[config.mk]
export PLATFORM = sky130hd
export DESIGN_NAME = luhn_card_number_check
export DESIGN_NICKNAME = d
export VERILOG_FILES = /design/src/design/luhn_pkg.sv /design/src/design/luhn_card_number_check.sv
export VERILOG_INCLUDE_DIRS = /design/src /design/src/design
export SDC_FILE = /design/constraint.sdc
export NUM_CORES = 1
export LEC_CHECK = 0
export ABC_AREA = 1
export BUFFER_PORTS_ARGS = -buffer_cell sky130_fd_sc_hd__buf_2
export CAP_MARGIN = 20
export CORE_MARGIN = 10
export CORE_UTILIZATION = 60
export CTS_CLUSTER_DIAMETER = 30
export CTS_CLUSTER_SIZE = 30
export DETAILED_ROUTE_END_ITERATION = 6
export PLACE_DENSITY = 0.8
export SYNTH_ARGS = -nofsm -noshare
export SYNTH_HDL_FRONTEND = slang
export SYNTH_SLANG_ARGS = --single-unit
[constraint.sdc]
create_clock -name clock -period 3.76 [get_ports clock]
set_input_delay 0.752 -clock clock [delete_from_list [all_inputs] [get_ports clock]]
set_output_delay 0.752 -clock clock [all_outputs]
set_load 0.01 [all_outputs]
[src/design/luhn_card_number_check_defines.svh]
// assertion macros for the card number check block
// no dependencies; included by files that carry concurrent assertions
`ifndef LUHN_CARD_NUMBER_CHECK_DEFINES_SVH
`define LUHN_CARD_NUMBER_CHECK_DEFINES_SVH
`ifndef ASSERT_OFF
`define LUHN_ASSERT(lbl, clk, rst, prop, msg) \
   lbl: assert property (@(posedge clk) disable iff (rst) (prop)) else $error(msg);
`define LUHN_ASSERT_NEVER(lbl, clk, rst, expr, msg) \
   lbl: assert property (@(posedge clk) disable iff (rst) !(expr)) else $error(msg);
`else
`define LUHN_ASSERT(lbl, clk, rst, prop, msg)
`define LUHN_ASSERT_NEVER(lbl, clk, rst, expr, msg)
`endif
`endif

[src/design/luhn_pkg.sv]
// constants, types and the doubled-digit table for the card number check
// no dependencies
package luhn_pkg;

   localparam int CARD_W     = 63;
   localparam int BCD_DIGITS = 19;
   localparam int BCD_W      = 4 * BCD_DIGITS;
   localparam int CNT_W      = 6;
   localparam int COUNT_W    = 5;
   localparam int CLASS_W    = 2;

   localparam logic [CNT_W-1:0] LAST_BIT   = CNT_W'(CARD_W - 1);
   localparam logic [CNT_W-1:0] LAST_DIGIT = CNT_W'(BCD_DIGITS - 1);

   localparam logic [COUNT_W-1:0] LEN_SHORT = 5'd13;
   localparam logic [COUNT_W-1:0] LEN_MID   = 5'd15;
   localparam logic [COUNT_W-1:0] LEN_LONG  = 5'd16;

   localparam logic [CLASS_W-1:0] CLS_INVALID = 2'd0;
   localparam logic [CLASS_W-1:0] CLS_LEAD4   = 2'd1;
   localparam logic [CLASS_W-1:0] CLS_LEAD3X  = 2'd2;
   localparam logic [CLASS_W-1:0] CLS_LEAD5X  = 2'd3;

   typedef enum logic [3:0] {
      ST_IDLE  = 4'b0001,
      ST_CONV  = 4'b0010,
      ST_DIGIT = 4'b0100,
      ST_DONE  = 4'b1000
   } state_type;

   // doubled digit with a two-digit product folded to its digit sum
   function automatic logic [3:0] fold_double(input logic [3:0] d);
      logic [3:0] r;
      case (d)
         4'd0: r = 4'd0;
         4'd1: r = 4'd2;
         4'd2: r = 4'd4;
         4'd3: r = 4'd6;
         4'd4: r = 4'd8;
         4'd5: r = 4'd1;
         4'd6: r = 4'd3;
         4'd7: r = 4'd5;
         4'd8: r = 4'd7;
         4'd9: r = 4'd9;
         default: r = 4'd0;
      endcase
      return r;
   endfunction

endpackage

[src/design/luhn_card_number_check.sv]
// card number check: binary to decimal, Luhn mod-10 sum, issuer class
// depends on luhn_pkg and luhn_card_number_check_defines.svh
//
//   channel  ports                                          dir
//   req      req_valid, req_stall, req_card_number          in
//   rsp      rsp_valid, rsp_stall, rsp_issuer_class,        out
//            rsp_luhn_ok, rsp_digit_count
//
// one item is shifted through the decimal converter with add-3 correction, one
// input bit per step, then its digits are walked from the right through one adder,
// then the result register is loaded.
// a new item is taken in the cycle after the result is loaded, even if it waits.
// a stalled result holds the sequencer in its last step. reset is synchronous.
`include "luhn_card_number_check_defines.svh"

module luhn_card_number_check
   import luhn_pkg::*;
(
   input  logic                clock,
   input  logic                reset,
   input  logic                req_valid,
   output logic                req_stall,
   input  logic [CARD_W-1:0]   req_card_number,
   output logic                rsp_valid,
   input  logic                rsp_stall,
   output logic [CLASS_W-1:0]  rsp_issuer_class,
   output logic                rsp_luhn_ok,
   output logic [COUNT_W-1:0]  rsp_digit_count
);

   state_type            state_ff, state_in;
   logic [CNT_W-1:0]     cnt_ff, cnt_in;
   logic [CARD_W-1:0]    bin_ff, bin_in;
   logic [BCD_W-1:0]     bcd_ff, bcd_in;
   logic [3:0]           sum_ff, sum_in;
   logic [3:0]           prev_ff, prev_in;
   logic [3:0]           lead_ff, lead_in;
   logic [3:0]           second_ff, second_in;
   logic [COUNT_W-1:0]   count_ff, count_in;
   logic                 rsp_valid_ff, rsp_valid_in;
   logic [CLASS_W-1:0]   cls_ff, cls_in;
   logic                 ok_ff, ok_in;
   logic [COUNT_W-1:0]   len_ff, len_in;

   logic [BCD_W-1:0]     bcd_adj;
   logic [3:0]           digit;
   logic [3:0]           addend;
   logic [4:0]           total;
   logic                 req_xfer;
   logic                 rsp_free;
   logic                 luhn_ok;
   logic [CLASS_W-1:0]   cls;

   assign req_xfer = req_valid && !req_stall;
   assign rsp_free = !rsp_valid_ff || !rsp_stall;
   assign req_stall = (state_ff != ST_IDLE);

   // add 3 to every decimal digit of 5 or more before the shift
   always_comb begin
      for (int i = 0; i < BCD_DIGITS; i++) begin
         if (bcd_ff[4*i +: 4] >= 4'd5) begin
            bcd_adj[4*i +: 4] = bcd_ff[4*i +: 4] + 4'd3;
         end else begin
            bcd_adj[4*i +: 4] = bcd_ff[4*i +: 4];
         end
      end
   end

   // shared digit adder, doubling on odd positions from the right
   assign digit  = bcd_ff[3:0];
   assign addend = cnt_ff[0] ? fold_double(digit) : digit;
   assign total  = {1'b0, sum_ff} + {1'b0, addend};

   assign luhn_ok = (sum_ff == 4'd0);

   always_comb begin
      cls = CLS_INVALID;
      if (count_ff == LEN_SHORT) begin
         if (lead_ff == 4'd4) begin
            cls = CLS_LEAD4;
         end
      end else if (count_ff == LEN_MID) begin
         if (lead_ff == 4'd3 && (second_ff == 4'd4 || second_ff == 4'd7)) begin
            cls = CLS_LEAD3X;
         end
      end else if (count_ff == LEN_LONG) begin
         if (lead_ff == 4'd4) begin
            cls = CLS_LEAD4;
         end else if (lead_ff == 4'd5 && second_ff >= 4'd1 && second_ff <= 4'd5) begin
            cls = CLS_LEAD5X;
         end
      end
      if (!luhn_ok) begin
         cls = CLS_INVALID;
      end
   end

   always_comb begin
      state_in     = state_ff;
      cnt_in       = cnt_ff;
      bin_in       = bin_ff;
      bcd_in       = bcd_ff;
      sum_in       = sum_ff;
      prev_in      = prev_ff;
      lead_in      = lead_ff;
      second_in    = second_ff;
      count_in     = count_ff;
      rsp_valid_in = rsp_valid_ff && rsp_stall;
      cls_in       = cls_ff;
      ok_in        = ok_ff;
      len_in       = len_ff;
      case (state_ff)
         ST_IDLE: begin
            if (req_xfer) begin
               bin_in    = req_card_number;
               bcd_in    = '0;
               cnt_in    = '0;
               sum_in    = '0;
               prev_in   = '0;
               lead_in   = '0;
               second_in = '0;
               count_in  = '0;
               state_in  = ST_CONV;
            end
         end
         ST_CONV: begin
            bcd_in = {bcd_adj[BCD_W-2:0], bin_ff[CARD_W-1]};
            bin_in = {bin_ff[CARD_W-2:0], 1'b0};
            if (cnt_ff == LAST_BIT) begin
               cnt_in   = '0;
               state_in = ST_DIGIT;
            end else begin
               cnt_in = cnt_ff + 1'b1;
            end
         end
         ST_DIGIT: begin
            bcd_in  = {4'd0, bcd_ff[BCD_W-1:4]};
            sum_in  = (total >= 5'd10) ? 4'(total - 5'd10) : total[3:0];
            prev_in = digit;
            // highest nonzero digit seen so far sets length and leading pair
            if (digit != 4'd0) begin
               count_in  = cnt_ff[COUNT_W-1:0] + 1'b1;
               lead_in   = digit;
               second_in = prev_ff;
            end
            if (cnt_ff == LAST_DIGIT) begin
               state_in = ST_DONE;
            end else begin
               cnt_in = cnt_ff + 1'b1;
            end
         end
         ST_DONE: begin
            if (rsp_free) begin
               rsp_valid_in = 1'b1;
               cls_in       = cls;
               ok_in        = luhn_ok;
               len_in       = count_ff;
               state_in     = ST_IDLE;
            end
         end
         default: begin
            state_in = ST_IDLE;
         end
      endcase
   end

   always_ff @(posedge clock) begin
      if (reset) begin
         state_ff     <= ST_IDLE;
         rsp_valid_ff <= 1'b0;
         cnt_ff       <= '0;
      end else begin
         state_ff     <= state_in;
         rsp_valid_ff <= rsp_valid_in;
         cnt_ff       <= cnt_in;
      end
   end

   always_ff @(posedge clock) begin
      bin_ff    <= bin_in;
      bcd_ff    <= bcd_in;
      sum_ff    <= sum_in;
      prev_ff   <= prev_in;
      lead_ff   <= lead_in;
      second_ff <= second_in;
      count_ff  <= count_in;
      cls_ff    <= cls_in;
      ok_ff     <= ok_in;
      len_ff    <= len_in;
   end

   assign rsp_valid        = rsp_valid_ff;
   assign rsp_issuer_class = cls_ff;
   assign rsp_luhn_ok      = ok_ff;
   assign rsp_digit_count  = len_ff;

   `LUHN_ASSERT(a_start_conv, clock, reset, req_xfer |=> (state_ff == ST_CONV), "transfer did not start conversion")
   `LUHN_ASSERT_NEVER(a_digit_cnt, clock, reset, (state_ff == ST_DIGIT) && (cnt_ff > LAST_DIGIT), "digit index past last digit")
   `LUHN_ASSERT(a_fail_invalid, clock, reset, (rsp_valid && !rsp_luhn_ok) |-> (rsp_issuer_class == CLS_INVALID), "class set on failed checksum")
   `LUHN_ASSERT(a_class_len, clock, reset, (rsp_valid && rsp_issuer_class != CLS_INVALID) |-> (rsp_digit_count == LEN_SHORT || rsp_digit_count == LEN_MID || rsp_digit_count == LEN_LONG), "class set on bad length")
   `LUHN_ASSERT(a_sum_range, clock, reset, (state_ff == ST_DIGIT || state_ff == ST_DONE) |-> (sum_ff < 4'd10), "running sum out of range")

endmodule
### After elaboration in Yosys (flattened, before gate mapping)

Memories as Yosys holds them, arrays and structs flattened. A register that Yosys moved wholly into a read port is not among the register bits.
Cells that the tools add are included.

* add/sub/neg operators: 23
* multiply operators: 0
* div/mod/pow operators: 0
* magnitude comparators: 22
* equality and inequality tests: 21
* shift-type cells: 0
* multiplexer cells: 54
* bitwise gates (word level): 0
* reductions and logical operators: 22

Operators by type and width (number)
* 76-bit case mux with 3 select lines: 1
* 63-bit case mux with 2 select lines: 1
* 4-bit 2-to-1 mux: 28
* 4-bit by 3-bit >= comparator with 1-bit output (second input constant): 19
* 76-bit 2-to-1 mux: 1
* 4-bit by 2-bit adder with 4-bit output (second input constant): 18
* 63-bit 2-to-1 mux: 1
* 4-bit case mux with 2 select lines: 4
* 4-bit by 3-bit == test with 1-bit output (second input constant): 5
* 6-bit 2-to-1 mux: 3
* 6-bit case mux with 3 select lines: 1
* 4-bit case mux with 4 select lines: 1
* 2-bit 2-to-1 mux: 6
* 2-bit != test (second input constant): 6
* 5-bit by 4-bit == test with 1-bit output (second input constant): 2
* 5-bit 2-to-1 mux: 2
* 5-bit case mux with 2 select lines: 1
* 4-bit by 2-bit == test with 1-bit output (second input constant): 2
* 2-bit AND reduction: 4
* 6-bit by 1-bit adder with 6-bit output (second input constant): 1
* 6-bit by 5-bit == test with 1-bit output (second input constant): 1
* 6-bit == test (second input constant): 1
* 3-bit AND reduction: 2
* 4-bit by 4-bit adder with 5-bit output: 1
* 20 further kinds: 30

* flip-flop bits (word level): 179
* bits in latches: 0
* memory bits (writable): 0
* bits in read-only memories: 64
* input bits: 67
* output and inout bits: 10
* memories: 1

Memory list
* (name not given): words 16, width 4, read ports 1, clocked after Yosys merged registers in 1, write ports 0, line luhn_pkg.sv:34 `case (d)`

### Logic depth before layout (Yosys ltp)

Gate-level depths: netlist of the first run.

* depth after elaboration: 8
* depth in mapped cells: 16

### Worst setup path after synthesis of the first run

No wires, ideal clock.

* path kind: input port to flip-flop
* start point: input port req_valid
* end point: register bin_ff[0] (enable)
* setup time: 422 ps
* arrival: 2200 ps
* required time: 3338 ps
* slack: 1138 ps
* cell stages on the path: 2
* cell sequence: nand2_1 -> nand2_1

* longest elaborated chain between the ends: 3

Ends and longest elaborated chain
* from (decl): line luhn_card_number_check.sv:21 `input logic req_valid,`
* 1-bit logical AND: line luhn_card_number_check.sv:54 `assign req_xfer = req_valid && !req_stall;`
* 2-bit != test (no line)
* 2-bit AND reduction (no line)
* to (signal assigned): line luhn_card_number_check.sv:180 `bin_ff <= bin_in;`
* to (decl): line luhn_card_number_check.sv:33 `logic [CARD_W-1:0] bin_ff, bin_in;`

No other way between the ends.
A chain may end at the register's enable or synchronous reset.

### Final worst setup path of the first run

* start point: register cnt_ff[0]
* end point: register sum_ff[2], data pin

* longest elaborated chain between the ends: 5
* elaborated cells between the ends (all ways): 6
* those cells by class: add/sub: 2; order compare: 1; mux: 3

Ends and longest elaborated chain
* from (decl): line luhn_card_number_check.sv:32 `logic [CNT_W-1:0] cnt_ff, cnt_in;`
* from (signal assigned): line luhn_card_number_check.sv:175 `cnt_ff <= cnt_in;`
* 4-bit 2-to-1 mux (*): line luhn_card_number_check.sv:71 `assign addend = cnt_ff[0] ? fold_double(digit) : digit;`
* 4-bit by 4-bit adder with 5-bit output (*): line luhn_card_number_check.sv:72 `assign total = {1'b0, sum_ff} + {1'b0, addend};`
* 4-bit subtractor / 5-bit by 4-bit >= comparator with 1-bit output (equally long branches): line luhn_card_number_check.sv:138 `sum_in = (total >= 5'd10) ? 4'(total - 5'd10) : total[3:0];`
* 4-bit 2-to-1 mux (*): line luhn_card_number_check.sv:138
* 4-bit case mux with 2 select lines (*): line luhn_card_number_check.sv:112 `case (state_ff)`
* to (signal assigned): line luhn_card_number_check.sv:182 `sum_ff <= sum_in;`
* to (decl): line luhn_card_number_check.sv:35 `logic [3:0] sum_ff, sum_in;`

Every way passes the cells marked *; elsewhere a longest branch is shown, timed or not.

==> summary.md, run 1 <==
| Metric | Value |
|---|---|
| Status | `completed` |
| #FFs+latches synth | `between 150 and 200` |
| RSZ-0062 raised after global routing | `false` |
| Final Hold Violating Endpoints | `0` |
| Placed Area | `roughly 10000 um^2` |
| Flop-to-flop setup slack | `1210 ps` |
| I/O Pins | `77` |
| Initial antenna violation count | `0` |
| H-tree depth | `4` |
| Commonest cells after routing, fill and taps aside | `nand2_1 (309), edfxtp_1 (168), inv_1 (128)` |
| Final Max Tran Viols | `0` |
| Final setup violation count | `0` |
| Antenna-violating nets left | `0` |
| Slew margin rel. | `0.411` |
| Mapped Cells | `about 1100` |
| # resized after CTS | `0` |
| Hold Crit Class | `register to register` |
| Largest net degree at the start of global routing | `99` |
| Mean post-synth cell area | `9.04 um^2` |
| Die Span Y | `between 100 and 150 um` |
| GRT overflow | `0` |
| Cell variety after synth | `34` |
| YS warnings | `0` |
| Max Freq | `392 MHz` |
| Antenna cells | `0` |
| Flip-flop cell with the highest count after synthesis | `edfxtp_1` |
| Initial Utilization | `0.609` |
| DP HPWL | `13000 um` |
| WHS | `around 470 ps` |
| Post-CTS Setup Bufs | `0` |
| Design area | `10800 um^2` |
| Fin Clk Skew | `about 11 ps` |
| Layout Nets | `1247` |
| Clock Latency Late Sink | `between 400 and 500 ps` |
| I/O Buffers | `76` |
| Pwr Density | `between 500 and 600 nW/um^2` |
| Share of cells above drive strength 1 | `0.117` |
| CTS sink cnt | `183` |
| Vias in the first global route | `~7100` |
| CTS Hold Bufs | `0` |
| Worst Path Arrival | `2750 ps` |
| Area growth syn-to-layout | `11.7%` |
| Clock transition at the registers of the reported paths | `70 ps` |
| CTS tree | `built` |
| Final Wtd Congestion | `around 0.86` |
| Crit-path max FO | `12` |
| Root Buffer | `clkbuf_16` |
| Drt via density | `5.38` |
| Final core utilization | `0.680` |
| Register area share after synthesis | `0.555` |
| CP Launch Type | `register` |
| Asr flop ratio synth | `0` |
| Clk buf depth | `2` |
| Final Critical Period | `approximately 2500 ps` |
| Die area | `roughly 22000 um^2` |
| Row Count | `46` |
| Drt first-iter violations | `around 830` |
| Static Leak | `~4.7 nW` |
| First-pass GRT wire length | `between 30000 and 40000 um` |
| Number of max-cap violations | `0` |
| CP endpoint kind | `register` |
| Commonest non-fill, non-tap cell in the layout | `nand2_1` |
| Crit Path Class | `register to register` |
| Worst slew pin tran | `between 800 and 900 ps` |
| Die X | `between 100 and 150 um` |
| CP required | `just under 4000 ps` |
| All-Layer GR Usage | `0.181` |
| Via Count | `between 7000 and 8000` |
| VDD IR-drop max | `around 0.37 mV` |
| Drc violations | `0` |
| DRT Pass-1 Iters | `5` |
| Setup TNS | `0 ps` |
| EDFF count, synth | `about 170` |
| Fin crit share | `0.678` |
| Core Area | `around 16000 um^2` |
| Mapped Nets | `around 1200` |
| TritonCTS Buffers | `17` |
| DR WL/cell | `around 14 um` |
| Mapped Area | `approximately 9600 um^2` |
| Overall routed net length | `19200 um` |
==> power breakdown <==
part	total (W)	leakage (nW)	switching, W	internal, W
Sequential	0.00274	1.78	0.000157	0.00258
Clock	0.00171	0.274	0.000837	0.000877
Combinational	0.00111	2.63	0.000763	0.000345
Total	0.00556	4.69	0.00176	0.00380
==> sequential cells by signal (all words and copies together), names as in the netlist, named ones only <==
register,cells
prev_ff,4
rsp_valid,1
lead_ff,4
cnt_ff,6
count_ff,5
second_ff,4
rsp_digit_count,5
rsp_issuer_class,2
state_ff,4
bin_ff,63
bcd_ff,76
rsp_luhn_ok,1
sum_ff,4
==> worst paths after layout <==
check,cells past startpoint,start,end
max,14,cnt_ff[0],sum_ff[2]
min,0,count_ff[0],rsp_digit_count[0]
max reg2reg,14,cnt_ff[0],sum_ff[2]
min reg2reg,0,count_ff[0],rsp_digit_count[0]
==> worst max-delay path, stage by stage, from the launching register on <==
cell and delay, ps:
dfxtp_1 530, o21ai_0 160, ha_1 230, fa_1 380, nand2_1 70, inv_1 50
nor2_1 180, inv_1 70, ha_1 230, o21ai_0 80, nand2_1 70, nand2_1 110
nand2_1 60, nand2_1 50, nor2_1 40
==> per-stage QoR <==
step | worst slack (ps) | instances | power (W)
finish | 1210 | 1363 | 0.00556
global route | 945 | 1363 | 0.00586
CTS | 1210 | 1363 | 0.00557
detailed placement | 1210 | 1331 | 0.00387
global placement | 1320 | 1331 | 0.00383
floorplan | 1140 | 1066 | 0.00356
==> logic make-up after synthesis <==
kind of cell             share of synthesized area
flip-flops                                   0.555
AND/OR/NAND/NOR                              0.200
AO/OA/AOI/OAI                                0.100
adder cells (fa/ha/maj)                     0.0605
buffers and inverters                       0.0680
XOR/XNOR                                    0.0164
==> cell usage after synthesis (all sizes together), types with 5 or more instances <==
master	n	area [um^2]
o32ai	13	114
nand3	39	200
o21ai	90	450
ha	45	563
xor2	16	140
dfxtp	15	300
buf	21	108
inv	134	503
edfxtp	168	5040
nand4	5	31.3
clkbuf	12	45.0
nand2	318	1220
a21oi	23	119
nor2	111	422
o22ai	36	225
==> metal layers <==
layer / global-route usage / share of wire / wire length, um / vias to the layer above
li1: - / - / - / 3692
met1: 0.236 / 0.45 / 8550 / 3366
met2: 0.288 / 0.47 / 8960 / 251
met3: 0.0473 / 0.073 / 1400 / 28
met4: 0.0616 / 0.015 / 288 / 0
met5: 0 / 0 / 0 / -
==> final cells by class <==
type,instances,area [um^2]
multi-input cells,716,3640
well taps,216,270
repair buffers,82,450
clock inverters,14,128
inverters,134,504
clock buffers,18,429
flip-flops and latches,183,5350
fillers,1217,5060
Note: power is estimated with default switching activity, not from simulation.
==> inputs of run 2 (changes only) <==
CORE_UTILIZATION = 55   (was 60)
PLACE_DENSITY = 0.77   (was 0.8)
clock period = 2.2 ns   (was 3.76 ns; I/O delays follow)
==> run 2 against run 1 <==
Against the previous run: the flow now finishes with violations (setup timing); routed wire length grew 3.1%; register-to-register slack got worse by 1200 ps; die area rose by 7.8%; clock skew hardly changed; via count up 0.42%; sequential share of layout area fell by 0.87 points; worst hold slack worse by 210 ps; non-clock buffer count increased by 11; count of clock-buffer cells in the layout fell by 1; sequential cell count did not move; critical path type unchanged; largest power group unchanged; highest routed layer unchanged.
==> summary.md, run 2 (synthesized netlist as in run 1, its figures left out) <==
| Metric | Value |
|---|---|
| First-pass GRT wire length | `33300 um` |
| I/O Pins | `between 70 and 80` |
| Root Buffer | `clkbuf_16` |
| Pwr Density | `between 800 and 900 nW/um^2` |
| Antenna-violating nets left | `0` |
| Commonest non-fill, non-tap cell in the layout | `nand2_1` |
| I/O Buffers | `76` |
| Final Wtd Congestion | `0.837` |
| DRT Pass-1 Iters | `7` |
| Slew margin rel. | `0.509` |
| Status | `complete, but fails checks` |
| Fin crit share | `1.00` |
| Crit Path Class | `register to register` |
| Final core utilization | `0.636` |
| CTS Hold Bufs | `0` |
| Worst-path cell chain | `inv_2, o21ai_2, ha_2, fa_2, nand2_2, inv_2, nor2_4, inv_2, ha_4, o21ai_1, nand2_1, nand2_2, nand2_2, nand2_2, nor2_1` |
| Busiest layer in global routing | `met2` |
| H-tree depth | `4` |
| CTS sink cnt | `183` |
| Vias in the first global route | `between 7000 and 8000` |
| Clk buf depth | `2` |
| Final Critical Period | `2210 ps` |
| Met2 usage | `0.274` |
| Die area | `roughly 23000 um^2` |
| Final Hold Violating Endpoints | `0` |
| Via Count | `roughly 7400` |
| CP max stage delay | `approximately 400 ps` |
| Max reg flops | `76` |
| RSZ-0062 raised after global routing | `true` |
| Final setup violation count | `1` |
| Grt met1 use | `0.211` |
| Die Span Y | `approximately 150 um` |
| Area growth syn-to-layout | `13.7%` |
| Row Count | `48` |
| GR Util met3 | `0.0502` |
| Hold Crit Class | `primary input to register` |
| Setup WS pre-CTS | `-52.4 ps` |
| Crit-path max FO | `4` |
| Share of cells above drive strength 1 | `0.139` |
| CTS tree | `built` |
| Worst path slowest cell | `edfxtp_1` |
| Drc violations | `0` |
| Final Max Tran Viols | `0` |
| TritonCTS Buffers | `17` |
| Layout Nets | `~1300` |
| DR WL/cell | `approximately 14 um` |
| Number of max-cap violations | `0` |
| Die X | `approximately 150 um` |
| Cell total after placement | `approximately 1300` |
| Final std cells w/o fill | `about 1400` |
| Core Area | `~17000 um^2` |
| VDD IR-drop max | `0.649 mV` |
| Overall routed net length | `around 20000 um` |
| Antenna cells | `0` |
| Clock Latency Late Sink | `about 450 ps` |
| WHS | `approximately 260 ps` |
| Fin Clk Skew | `10.3 ps` |
| Worst slew pin tran | `approximately 740 ps` |
| DP HPWL | `~13000 um` |
| CP required | `~2400 ps` |
| Worst Path Arrival | `approximately 2400 ps` |
| Max Freq | `452 MHz` |
| Drt first-iter violations | `approximately 740` |
| Static Leak | `roughly 4.8 nW` |
| Drt via density | `between 5 and 6` |
| Biggest register | `bcd_ff` |
| Top cell by count, worst path | `nand2_2` |
| Initial antenna violation count | `0` |
| Worst setup margin | `-11.0 ps` |
| Clock transition at the registers of the reported paths | `approximately 80 ps` |
| Top flop regs | `bcd_ff: 76 flops, bin_ff: 63 flops, cnt_ff: 6 flops` |
| Largest net degree at the start of global routing | `70` |
| Overall Power | `between 0.009 and 0.01 W` |
| All-Layer GR Usage | `0.169` |
| Commonest cells after routing, fill and taps aside | `nand2_1 (305), edfxtp_1 (168), inv_1 (125)` |
| CP endpoint kind | `register` |
| Initial Utilization | `0.559` |
| CP Launch Type | `register` |
| GRT overflow | `0` |
| Failing checks | `setup timing` |
==> run 2: cell count changes in the layout (fill, tap and decap cells not counted), sizes merged <==
| cell | before | now |
|---|---|---|
| buf | 82 | 93 |
| clkinv | 4 | 6 |
| clkbuf | 18 | 17 |
| inv | 143 | 142 |
==> run 2: metrics by stage <==
step / TNS [ps] / instance area (um^2)
3_3_place_gp: 0 / 10300
3_5_place_dp: -92.6 / 10300
2_1_floorplan: 0 / 9650
5_1_grt: -242 / 11000
4_1_cts: -2.01 / 10900
6_report: -11.0 / 11000
==> run 2: cell type report <==
class                           count  area, um^2
Clock inverter                     15         154
Sequential cell                   183        5350
Multi-Input combinational cell    716        3690
Tap cell                          225         282
Timing Repair Buffer               93         558
Inverter                          134         507
Fill cell                        1380        6280
Clock buffer                       17         425
==> run 2: routing by layer <==
metal  vias up  wire length [um]
met3        25              1230
met2       188              9300
met4         0               251
met5         -                 0
li1       3721                 -
met1      3434              9010
==> run 2: repair_timing <==
action | 4_1_cts | 5_1_grt
pin swaps | 7 | 6
buffers inserted | 2 | 0
setup endpoints to repair | 2 | 3
resized for setup | 9 | 10
==> run 2: worst paths after layout <==
path | from | to | slack, ps | cells past startpoint
worst max-delay path | bcd_ff[0] | sum_ff[2] | -10 | 15
worst min-delay path | req_card_number[27] | bin_ff[27] | 260 | 3
worst max register to register | bcd_ff[0] | sum_ff[2] | -10 | 15
worst min register to register | count_ff[0] | rsp_digit_count[0] | 460 | 0
==> run 2: report_power, final <==
part | switching (W) | total [W] | internal, W
logic | 0.00137 | 0.00205 | 0.000685
clock network | 0.00149 | 0.00300 | 0.00152
registers | 0.000267 | 0.00467 | 0.00441
==> run 2: worst max-delay path, delay by kind of cell (launching register included) <==
family / cells / cell delay [ps]
flops: 1 / 400
simple gates: 7 / 530
compound gates: 2 / 140
fa+ha+maj: 3 / 730
buf+inv: 3 / 200
